**config.mk**
```make
export PLATFORM = sky130hd
export DESIGN_NAME = x86_opcode_length_decoder_unit
export DESIGN_NICKNAME = d
export VERILOG_FILES = /design/src/sv/x86old_pkg.sv /design/src/sv/x86old_decode.sv /design/src/sv/x86_opcode_length_decoder_unit.sv
export VERILOG_INCLUDE_DIRS = /design/src /design/src/sv
export SDC_FILE = /design/constraint.sdc
export NUM_CORES = 1
export LEC_CHECK = 0
export BUFFER_PORTS_ARGS = -buffer_cell sky130_fd_sc_hd__buf_2
export CAP_MARGIN = 10
export CORE_ASPECT_RATIO = 1.25
export CORE_MARGIN = 2
export CORE_UTILIZATION = 40
export DETAILED_ROUTE_END_ITERATION = 8
export HOLD_SLACK_MARGIN = 0.12
export PLACE_DENSITY = 0.63
export SLEW_MARGIN = 5
export SYNTH_ARGS = -nofsm -noshare
export SYNTH_HDL_FRONTEND = slang
export SYNTH_SLANG_ARGS = --single-unit
```
**constraint.sdc**
```tcl
create_clock -name clk -period 3.1 [get_ports clk]
set_input_delay 0.155 -clock clk [delete_from_list [all_inputs] [get_ports clk]]
set_output_delay 0.155 -clock clk [all_outputs]
set_load 0.1 [all_outputs]
```
**src/sv/assert_macros.svh**
```systemverilog
// Assertion macros for the block's RTL.
`ifndef ASSERT_MACROS_SVH
`define ASSERT_MACROS_SVH

`ifndef SYNTH

`define ASSERT_ALWAYS(label, clk, rst, expr) \
  label: assert property (@(posedge clk) disable iff (rst) (expr)) \
    else $error("assertion failed");

`define ASSERT_IMPLIES(label, clk, rst, ante, cons) \
  label: assert property (@(posedge clk) disable iff (rst) (ante) |-> (cons)) \
    else $error("assertion failed");

`define ASSERT_NEXT(label, clk, rst, ante, cons) \
  label: assert property (@(posedge clk) disable iff (rst) (ante) |=> (cons)) \
    else $error("assertion failed");

`else

`define ASSERT_ALWAYS(label, clk, rst, expr)
`define ASSERT_IMPLIES(label, clk, rst, ante, cons)
`define ASSERT_NEXT(label, clk, rst, ante, cons)

`endif

`endif

```
**src/sv/x86old_pkg.sv**
```systemverilog
package x86old_pkg;

  typedef enum logic [4:0] {
    MN_NONE = 5'd0,
    MN_ADD  = 5'd1,
    MN_CMP  = 5'd2,
    MN_SUB  = 5'd3,
    MN_AND  = 5'd4,
    MN_CALL = 5'd5,
    MN_PUSH = 5'd6,
    MN_DEC  = 5'd7,
    MN_HLT  = 5'd8,
    MN_IN   = 5'd9,
    MN_INT  = 5'd10,
    MN_JE   = 5'd11,
    MN_JL   = 5'd12,
    MN_JMP  = 5'd13,
    MN_JNB  = 5'd14,
    MN_JNE  = 5'd15,
    MN_JNL  = 5'd16,
    MN_LEA  = 5'd17,
    MN_MOV  = 5'd18,
    MN_OR   = 5'd19,
    MN_POP  = 5'd20,
    MN_RET  = 5'd21,
    MN_SHL  = 5'd22,
    MN_NEG  = 5'd23,
    MN_TEST = 5'd24,
    MN_XOR  = 5'd25,
    MN_SBB  = 5'd26
  } mnemonic_t;

  localparam int unsigned LenW = 3;
  typedef logic [LenW-1:0] len_t;

  typedef struct packed {
    mnemonic_t mnemonic;
    len_t      length;
    logic      recognized;
  } decode_t;

  localparam len_t MaxLength = 3'd6;

endpackage

```
**src/sv/x86old_decode.sv**
```systemverilog
module x86old_decode
  import x86old_pkg::*;
(
  input  logic [7:0] first_byte,
  input  logic [7:0] second_byte,
  output decode_t    result
);

  logic [2:0] reg_f;
  logic [1:0] mod_f;
  logic [1:0] disp;
  len_t       d;
  mnemonic_t  mn;
  len_t       len;

  assign reg_f = second_byte[5:3];
  assign mod_f = second_byte[7:6];

  always_comb begin
    priority if (mod_f == 2'b00 && second_byte[2:0] == 3'b110) disp = 2'd2;
    else if (mod_f == 2'b01) disp = 2'd1;
    else if (mod_f == 2'b10) disp = 2'd2;
    else disp = 2'd0;
  end

  assign d = {1'b0, disp};

  always_comb begin
    mn  = MN_NONE;
    len = '0;
    priority if (first_byte[7:2] == 6'b000000) begin
      mn  = MN_ADD;
      len = 3'd2 + d;
    end else if (first_byte[7:2] == 6'b100000) begin
      priority if (reg_f == 3'd0) mn = MN_ADD;
      else if (reg_f == 3'd7) mn = MN_CMP;
      else if (reg_f == 3'd5) mn = MN_SUB;
      else mn = MN_NONE;
      len = 3'd3 + d + ((first_byte[1:0] == 2'b01) ? 3'd1 : 3'd0);
    end else if (first_byte[7:2] == 6'b001000) begin
      mn  = MN_AND;
      len = 3'd2 + d;
    end else if (first_byte == 8'hE8) begin
      mn  = MN_CALL;
      len = 3'd3;
    end else if (first_byte == 8'hFF) begin
      priority if (reg_f == 3'd6) mn = MN_PUSH;
      else if (reg_f == 3'd2) mn = MN_CALL;
      else mn = MN_NONE;
      len = 3'd2 + d;
    end else if (first_byte[7:3] == 5'b01001) begin
      mn  = MN_DEC;
      len = 3'd1;
    end else if (first_byte == 8'hF4) begin
      mn  = MN_HLT;
      len = 3'd1;
    end else if (first_byte[7:1] == 7'h72) begin
      mn  = MN_IN;
      len = 3'd2;
    end else if (first_byte[7:1] == 7'h76) begin
      mn  = MN_IN;
      len = 3'd1;
    end else if (first_byte == 8'hCD) begin
      mn  = MN_INT;
      len = 3'd2;
    end else if (first_byte == 8'h74) begin
      mn  = MN_JE;
      len = 3'd2;
    end else if (first_byte == 8'h7C) begin
      mn  = MN_JL;
      len = 3'd2;
    end else if (first_byte == 8'hE9) begin
      mn  = MN_JMP;
      len = 3'd3;
    end else if (first_byte == 8'hEB) begin
      mn  = MN_JMP;
      len = 3'd2;
    end else if (first_byte == 8'h73) begin
      mn  = MN_JNB;
      len = 3'd2;
    end else if (first_byte == 8'h75) begin
      mn  = MN_JNE;
      len = 3'd2;
    end else if (first_byte == 8'h7D) begin
      mn  = MN_JNL;
      len = 3'd2;
    end else if (first_byte == 8'h8D) begin
      mn  = MN_LEA;
      len = 3'd2 + d;
    end else if (first_byte[7:2] == 6'h22) begin
      mn  = MN_MOV;
      len = 3'd2 + d;
    end else if (first_byte[7:4] == 4'hB) begin
      mn  = MN_MOV;
      len = first_byte[3] ? 3'd3 : 3'd2;
    end else if (first_byte[7:2] == 6'h02) begin
      mn  = MN_OR;
      len = 3'd2 + d;
    end else if (first_byte[7:3] == 5'h0B) begin
      mn  = MN_POP;
      len = 3'd1;
    end else if (first_byte[7:3] == 5'h0A) begin
      mn  = MN_PUSH;
      len = 3'd1;
    end else if (first_byte == 8'hC3) begin
      mn  = MN_RET;
      len = 3'd1;
    end else if (first_byte[7:2] == 6'h34) begin
      mn  = MN_SHL;
      len = 3'd2 + d;
    end else if (first_byte[7:1] == 7'h7B) begin
      // group 3: test carries an immediate
      priority if (reg_f == 3'd3) begin
        mn  = MN_NEG;
        len = 3'd2 + d;
      end else if (reg_f == 3'd0) begin
        mn  = MN_TEST;
        len = 3'd3 + d + {2'b00, first_byte[0]};
      end else begin
        mn  = MN_NONE;
        len = 3'd2 + d;
      end
    end else if (first_byte[7:2] == 6'h0C) begin
      mn  = MN_XOR;
      len = 3'd2 + d;
    end else if (first_byte[7:2] == 6'h06) begin
      mn  = MN_SBB;
      len = 3'd2 + d;
    end else begin
      mn  = MN_NONE;
      len = '0;
    end
  end

  assign result.mnemonic   = mn;
  assign result.length     = len;
  assign result.recognized = (len != '0);

endmodule

```
**src/sv/x86_opcode_length_decoder_unit.sv**
```systemverilog
// 8086 instruction length decoder. Give the opcode byte and the byte after
// it with start; busy is always low, so a beat is taken every cycle. Done
// pulses for one cycle with the mnemonic code, the total length in bytes
// (0 for an unknown opcode) and the recognized flag. One result per cycle
// sustained, through an input register and a result register with the
// decode logic between them. There is no backpressure on the result side;
// a result not sampled while done is high is gone.
`include "assert_macros.svh"

module x86_opcode_length_decoder_unit
  import x86old_pkg::*;
(
  input  logic       clk,
  input  logic       rst,
  input  logic       start,
  output logic       busy,
  input  logic [7:0] first_byte,
  input  logic [7:0] second_byte,
  output logic       done,
  output logic [4:0] mnemonic,
  output logic [2:0] length,
  output logic       recognized
);

  logic       in_valid;
  logic [7:0] b1;
  logic [7:0] b2;
  decode_t    dec;
  decode_t    res;

  assign busy = 1'b0;

  always_ff @(posedge clk) begin
    if (rst) begin
      in_valid <= 1'b0;
      done     <= 1'b0;
    end else begin
      in_valid <= start && !busy;
      done     <= in_valid;
    end
  end

  always_ff @(posedge clk) begin
    if (start && !busy) begin
      b1 <= first_byte;
      b2 <= second_byte;
    end
    if (in_valid) begin
      res <= dec;
    end
  end

  x86old_decode u_decode (
    .first_byte (b1),
    .second_byte(b2),
    .result     (dec)
  );

  assign mnemonic   = 5'(res.mnemonic);
  assign length     = res.length;
  assign recognized = res.recognized;

  `ASSERT_NEXT(a_done_follows, clk, rst, in_valid, done)
  `ASSERT_NEXT(a_no_spurious_done, clk, rst, !in_valid, !done)
  `ASSERT_IMPLIES(a_named_is_known, clk, rst, done && res.mnemonic != MN_NONE, recognized)
  `ASSERT_IMPLIES(a_length_max, clk, rst, done, length <= MaxLength)

endmodule

```
### Word-level counts from Yosys, hierarchy flattened

Cells that the tools add are included.
W data, S select, Z words.

| operators by class | value |
|---|---|
| $add $sub $neg | 4 |
| bitwise gates (word level) | 0 |
| div/mod/pow operators | 0 |
| multipliers | 0 |
| magnitude comparators | 0 |
| shift-type cells | 0 |
| multiplexer cells | 69 |
| reduce and logical (&&, ||, !) cells | 5 |
| equality and inequality tests | 36 |

Operators by type and width:

| cell | count |
|---|---|
| $mux W5 | 32 |
| $mux W3 | 31 |
| $eq A8 B8 Y1 const B | 8 |
| $eq A8 B7 Y1 const B | 5 |
| $eq A7 B7 Y1 const B | 3 |
| $eq A6 B6 Y1 const B | 3 |
| $eq A5 B4 Y1 const B | 3 |
| $eq A3 B3 Y1 const B | 4 |
| $eq A6 B4 Y1 const B | 2 |
| $mux W2 | 4 |
| $add A2 B2 Y3 const A | 2 |
| $eq A3 B2 Y1 const B | 2 |
| $eq A6 B2 Y1 const B | 1 |
| $eq A6 B3 Y1 const B | 1 |
| $logic_not A6 Y1 | 1 |
| $eq A2 B1 Y1 const B | 2 |
| $eq A4 B4 Y1 const B | 1 |
| $add A3 B1 Y3 | 1 |
| $add A3 B3 Y3 | 1 |
| $logic_not A3 Y1 | 1 |
| $reduce_bool A3 Y1 | 1 |
| $eq A2 B2 Y1 const B | 1 |
| $logic_not A2 Y1 | 1 |
| $mux W1 | 2 |
| $logic_and A1 B1 Y1 | 1 |

| word-level totals | value |
|---|---|
| memory bits (writable) | 0 |
| bits in read-only memories | 0 |
| register bits after elaboration | 27 |
| word-level logic and storage cells | 121 |
| memories kept | 0 |
| latch bits | 0 |
| input port bits | 19 |

### Logic depth before layout (Yosys ltp)

Gate-level depths: netlist of run 1.

| depth | value |
|---|---|
| depth in word-level cells | 35 |
| depth in mapped cells | 12 |
| gate-level depth less buffers | 12 |

### Hierarchy

Synthesis of run 1 repeated with hierarchy kept, for this count alone.

| unflattened totals | value |
|---|---|
| cells, all modules | 194 |
| area, all modules | 1898.1 µm² |

Modules (own cells, without submodules):

| module | cells an instance | instances | sequential area each (µm²) | area each (µm²) |
|---|---|---|---|---|
| x86old_decode | 163 | 1 | 0.0 | 1083.5 |
| x86_opcode_length_decoder_unit | 31 | 1 | 790.8 | 814.5 |

### Worst setup path after synthesis of run 1

No wires, ideal clock.

| timing path | value |
|---|---|
| kind | register to register |
| start point | register b2[0] |
| end point | register res, in the netlist length[1], data pin |
| path slack | 0.662 ns |
| setup time | 0.152 ns |
| period minus slack after synthesis | 2.438 ns |
| cell stages (with the launch flop) | 13 |
| data arrival time | 2.286 ns |
| data required time | 2.948 ns |
| buffers on the path | 0 |
| path through | edfxtp_1 > and3b_1 > o21ba_2 > inv_1 > ha_1 > inv_1 > ha_1 > inv_1 > a2111oi_1 > nor2_1 > nand4_1 > o32ai_2 > a31oi_1 |

RTL lines:

| item | line | text |
|---|---|---|
| start, declared | x86_opcode_length_decoder_unit.sv:27 | `logic [7:0] b2;` |
| start signal, assigned | x86_opcode_length_decoder_unit.sv:46 | `b2 <= second_byte;` |
| end signal, assigned | x86_opcode_length_decoder_unit.sv:49 | `res <= dec;` |
| end, declared | x86_opcode_length_decoder_unit.sv:29 | `decode_t res;` |

==> flow_summary.json, run 1 <==
{
  "die_w_um": 67.26,
  "crit_top_cell": "inv_1",
  "yosys_warnings": 0,
  "power_uw": 971.9,
  "numCtsBuffers": 3,
  "clk_transition_reported_paths_ps": 90,
  "dp_hpwl_um": 4128,
  "grt_use_total_pct": 20.92,
  "r2r-end": "length[1]",
  "p_leak_nw": 0.9172,
  "finalHoldViolCount": 0,
  "synthArstFlopShare_pct": 0,
  "regToRegStartpoint": "b2[0]",
  "power.internal_uw": 622.4,
  "cts_tree": "yes",
  "final_max_slew_viol_count": 0,
  "crit_family": "compound AO/OA/AOI/OAI gates",
  "timing.fmax_mhz": 358.6,
  "synth_seq_cells": 27,
  "fin_crit_ps": 2789,
  "drcViolationCount": 0,
  "cts_buffer_depth": 2,
  "outcome": "finished clean",
  "holdCritStartpoint": "start",
  "fin_ws_ps": 311.4,
  "gp_congestion": 1.067,
  "cellPowerDensity_nw_per_um2": 404.6,
  "antenna_found_initial": 0,
  "mostFrequentLayoutCells": "buf_2 (28), edfxtp_1 (25), nand2_1 (17), nor2_1 (17), dlygate4sd3_1 (17)",
  "hold_buffers": 17,
  "start_kind": "register",
  "final_common_cell": "buf_2",
  "start_util_pct": 41.99,
  "synthTopCellsByArea": "edfxtp_1 (38%), nor3_1 (3.5%), nand2_1 (3.2%)",
  "cp.arrival_ps": 2910,
  "yosysUniqueCellTypes": 58,
  "avgSynthCellArea_um2": 9.262,
  "vias_per_cell": 6.019,
  "dp_worst_setup_slack_ps": 325.6,
  "cp_max_fo": 5,
  "combPwrFrac_pct": 30.5,
  "grt_setup_unrepaired": "false",
  "critical_path_class": "reg2reg",
  "clkPwrFrac_pct": 21.1,
  "htree_levels": 1,
  "fin_tns_setup_ps": 0,
  "cts_sinks": 27,
  "grt_pass1_vias": 1843,
  "switching_share_pct": 35.95,
  "r2r_cells": 12,
  "crit_required_ps": 3220,
  "overflow": 0,
  "setup_viol": 0,
  "synthFlopType": "edfxtp_1",
  "hp-class": "in2reg",
  "slew_headroom_pct": 58.39,
  "grt_max_degree": 19,
  "wl_per_cell_um": 17.28,
  "cts_setup_buffers": 0,
  "vias": 1902,
  "critPathMaxStageDelay_ps": 600,
  "cap_viol_max_count": 0,
  "postSynthCellCount": 216,
  "clk_root_buffer_cell": "clkbuf_8",
  "synth_nets": 240,
  "dieArea_um2": 5587,
  "max-vdd-ir-drop_mv": 0.3400,
  "whs_path_depth": 1,
  "synthToLayoutAreaGrowth_pct": 20.07,
  "p_sw_uw": 349.4,
  "ant_nets": 0,
  "fp-row-count": 28,
  "dr.pass1.iters": 4,
  "totalWireLength_um": 5462,
  "fin_nets": 281,
  "synth_area_um2": 2001,
  "power_frac_seq_pct": 48.4,
  "netlist.area_leader.share_pct": 37.52,
  "finClkSkew_ps": 3.402,
  "hold_ws_ps": 292.8,
  "hold_path_end": "b2[4]",
  "post-route-period-util_pct": 89.95,
  "core_area_um2": 4765,
  "grt_pass1_wl_um": 8873,
  "crit_chain": "and3b_1 > o21ba_2 > inv_1 > ha_1 > inv_1 > ha_1 > inv_1 > a2111oi_1 > nor2_1 > nand4_1 > o32ai_2 > a31oi_1",
  "yosysTopAreaCell": "edfxtp_1",
  "ys_seq_area_share_pct": 39.52,
  "antennaDiodeCount": 0,
  "clock_latency_ps": 280,
  "reg2reg_slack_ps": 310,
  "crit_buf_inv": 3,
  "critPathSlowestCell": "a2111oi_1",
  "drive_gt1_share_pct": 18.75,
  "synth_edf_count": 25,
  "worstMarginPinSlew_ps": 618.4,
  "boundaryPins": 30,
  "drt_iter0_drc": 121,
  "postCtsResizedCells": 0,
  "end_kind": "register",
  "portBuffers": 28,
  "die_height_um": 83.07
}
==> synthesized netlist by cell type, types with 2 or more instances <==
| cell | number |
|---|---|
| buf_2 | 11 |
| and4_1 | 2 |
| o211ai_1 | 3 |
| o21ai_0 | 4 |
| clkbuf_1 | 4 |
| and2_1 | 2 |
| nor4_1 | 5 |
| dfxtp_1 | 2 |
| nor3_1 | 14 |
| or3_1 | 4 |
| o31ai_1 | 2 |
| ha_1 | 5 |
| nor4b_1 | 2 |
| o22ai_1 | 3 |
| a21o_1 | 3 |
| nand4_1 | 3 |
| or2_1 | 2 |
| a31oi_1 | 8 |
| inv_1 | 6 |
| a21oi_1 | 8 |
| nand4b_1 | 3 |
| xor2_1 | 5 |
| a2111oi_0 | 2 |
| nand2b_1 | 6 |
| nand2_1 | 17 |
| nor2_1 | 17 |
| edfxtp_1 | 25 |
| nor2b_1 | 6 |
| a211oi_1 | 5 |
| nand3b_1 | 2 |
| and3_1 | 3 |
| buf_6 | 2 |
| nand3_1 | 5 |
==> power groups by stage <==
stage / clock [mW] / combinational (mW) / sequential, mW
4_1_cts: 0.209 / 0.294 / 0.470
5_1_grt: 0.219 / 0.321 / 0.476
3_3_place_gp: 0 / 0.278 / 0.478
6_report: 0.205 / 0.296 / 0.471
3_5_place_dp: 0 / 0.277 / 0.479
2_1_floorplan: 0 / 0.153 / 0.537
==> cells by family after synthesis <==
logic type                 Yosys count  synth area share, %
muxes                                1               0.5003
and+or+nand+nor                    102                30.08
buffers and inverters               24                6.128
DFF                                 27                39.52
xor gates and xnor gates             6                2.627
adders and majority gates            5                3.127
AOI/OAI and AO/OA                   50                17.82
other                                1               0.1874
==> flip-flops by register name, indices dropped and copies added (netlist names) <==
register	cells
b1	8
b2	8
done	1
in_valid	1
length	3
mnemonic	5
recognized	1
==> through the flow <==
| stage | std cells | utilization, % | instance area [µm²] |
|---|---|---|---|
| final | 316 | 50.42 | 2402 |
| after global routing | 316 | 50.42 | 2402 |
| after CTS | 316 | 50.42 | 2402 |
| after detailed placement | 295 | 45.82 | 2183 |
| after global placement | 295 | 45.82 | 2183 |
| after floorplan | 216 | - | 2001 |
==> cell type report <==
cell class,count,area [µm²]
clock buffers,3,41.29
multi-input cells,165,1087
well taps,60,75.07
repair buffers,54,377.9
inverters,6,22.52
clock inverters,1,7.507
fillers,461,2362
flip-flops and latches,27,790.8
==> metal layers <==
layer,global-route usage (%),part of all wire [%],up-vias
li1,-,-,905
met1,25.30,38,859
met2,33.03,48,112
met3,3.794,7.3,26
met4,13.73,6.6,0
met5,0,0,-
==> how the worst max path moves through the flow <==
stage / cells past startpoint / to / slack, ps / start
after floorplan: 12 / length[1] / 660 / b2[0]
after global placement: 12 / length[1] / 450 / b2[0]
after detailed placement: 12 / length[1] / 330 / b2[0]
after CTS: 12 / length[1] / 320 / b2[0]
after global routing: 12 / length[1] / 100 / b2[0]
final: 12 / length[1] / 310 / b2[0]
No activity file was read; power rests on OpenSTA's default activity.
==> inputs of run 2 (changes only) <==
Settings changed: CORE_MARGIN 2 to 4, CTS_CLUSTER_DIAMETER set to 120.
==> flow_summary.json, run 2 (synthesis results as in run 1) <==
{
  "vias_per_cell": 6.013,
  "start_util_pct": 41.68,
  "die_height_um": 87.07,
  "slew_headroom_pct": 56.54,
  "start_kind": "register",
  "critPathSlowestCell": "a2111oi_1",
  "postCtsResizedCells": 0,
  "final_common_cell": "buf_2",
  "grt_setup_unrepaired": "false",
  "cp.arrival_ps": 2860,
  "clk_root_buffer_cell": "clkbuf_8",
  "hp-class": "in2reg",
  "core_area_um2": 4800,
  "cts_buffer_depth": 2,
  "dieArea_um2": 6204,
  "cp_max_fo": 5,
  "overflow": 0,
  "reg2reg_slack_ps": 360,
  "cts_sinks": 27,
  "dp_hpwl_um": 4090,
  "final_max_slew_viol_count": 0,
  "fin_nets": 281,
  "fp-row-count": 28,
  "worstMarginPinSlew_ps": 646.0,
  "dr.pass1.iters": 6,
  "synthToLayoutAreaGrowth_pct": 19.89,
  "crit_top_cell": "inv_1",
  "drcViolationCount": 0,
  "die_w_um": 71.26,
  "cts_tree": "yes",
  "clock_latency_ps": 270,
  "finClkSkew_ps": 2.631,
  "grt_use_total_pct": 18.81,
  "grt_pass1_vias": 1833,
  "max-vdd-ir-drop_mv": 0.2257,
  "cts_setup_buffers": 0,
  "crit_required_ps": 3230,
  "portBuffers": 28,
  "clk_transition_reported_paths_ps": 90,
  "cap_viol_max_count": 0,
  "fin_crit_ps": 2736,
  "power_uw": 965.8,
  "mostFrequentLayoutCells": "buf_2 (28), edfxtp_1 (25), nand2_1 (17), nor2_1 (17), dlygate4sd3_1 (17)",
  "boundaryPins": 30,
  "totalWireLength_um": 5552,
  "vias": 1900,
  "critPathMaxStageDelay_ps": 560,
  "drive_gt1_share_pct": 18.36,
  "cellPowerDensity_nw_per_um2": 402.6,
  "antenna_found_initial": 0,
  "grt_max_degree": 20,
  "critical_path_class": "reg2reg",
  "htree_levels": 1,
  "gp_congestion": 0.9493,
  "antennaDiodeCount": 0,
  "ant_nets": 0,
  "grt_pass1_wl_um": 9183,
  "crit_chain": "and3b_1 > o21ba_2 > inv_1 > ha_1 > inv_1 > ha_1 > inv_1 > a2111oi_1 > nor2_1 > nand4_1 > o32ai_2 > a31oi_1",
  "r2r_cells": 12,
  "setup_viol": 0,
  "whs_path_depth": 1,
  "end_kind": "register",
  "finalHoldViolCount": 0,
  "post-route-period-util_pct": 88.24,
  "hold_ws_ps": 303.3,
  "outcome": "finished clean",
  "numCtsBuffers": 3,
  "wl_per_cell_um": 17.57,
  "fin_tns_setup_ps": 0,
  "drt_iter0_drc": 167,
  "timing.fmax_mhz": 365.6,
  "p_leak_nw": 0.9193
}
run 2: metal layers:
| layer | track usage, % | vias up | share of wire (%) |
|---|---|---|---|
| met4 | 10.94 | 0 | 4.8 |
| li1 | - | 905 | - |
| met1 | 22.93 | 849 | 38 |
| met3 | 1.963 | 25 | 7.7 |
| met5 | 0 | - | 0 |
| met2 | 31.94 | 121 | 49 |
run 2: cell type report:
class                           instances  area, µm²
Fill cell                             423       2401
Multi-Input combinational cell        165       1087
Sequential cell                        27      790.8
Timing Repair Buffer                   54      377.9
Tap cell                               60      75.07
Clock buffer                            4      45.04
Inverter                                6      22.52
run 2: report_power, final:
| group | leakage (nW) | internal [mW] | switching, mW |
|---|---|---|---|
| combinational | 0.646 | 0.0950 | 0.195 |
| clock | 0.0228 | 0.0922 | 0.108 |
| sequential | 0.251 | 0.434 | 0.0419 |
| total | 0.919 | 0.621 | 0.345 |
run 2: path summary, 6_finish.rpt:
path              startpoint   endpoint
setup reg to reg       b2[0]  length[1]
hold reg to reg     in_valid  length[0]
hold / removal         start      b2[2]
setup / recovery       b2[0]  length[1]
run 2: timing repair:
action,CTS,global route
hold buffers,17,0
setup endpoints to repair,0,0
endpoints found under the hold margin,18,0
run 2: worst max-delay path: cells and delay by family (launching register included):
family                   cells  cell delay, ps
AND/OR/NAND/NOR              3             440
buffers and inverters        3             220
AO/OA/AOI/OAI                4            1010
flip-flops                   1             350
adder cells (fa/ha/maj)      2             560
run 2: metrics by stage:
step	std cells	area, µm²	utilization [%]	setup WS, ps
4_1_cts	316	2399	49.97	363.6
6_report	316	2399	49.97	364.5
5_1_grt	316	2399	49.97	116.8
2_1_floorplan	216	2001	-	662.4
3_3_place_gp	295	2183	45.49	431.7
3_5_place_dp	295	2183	45.49	424.3
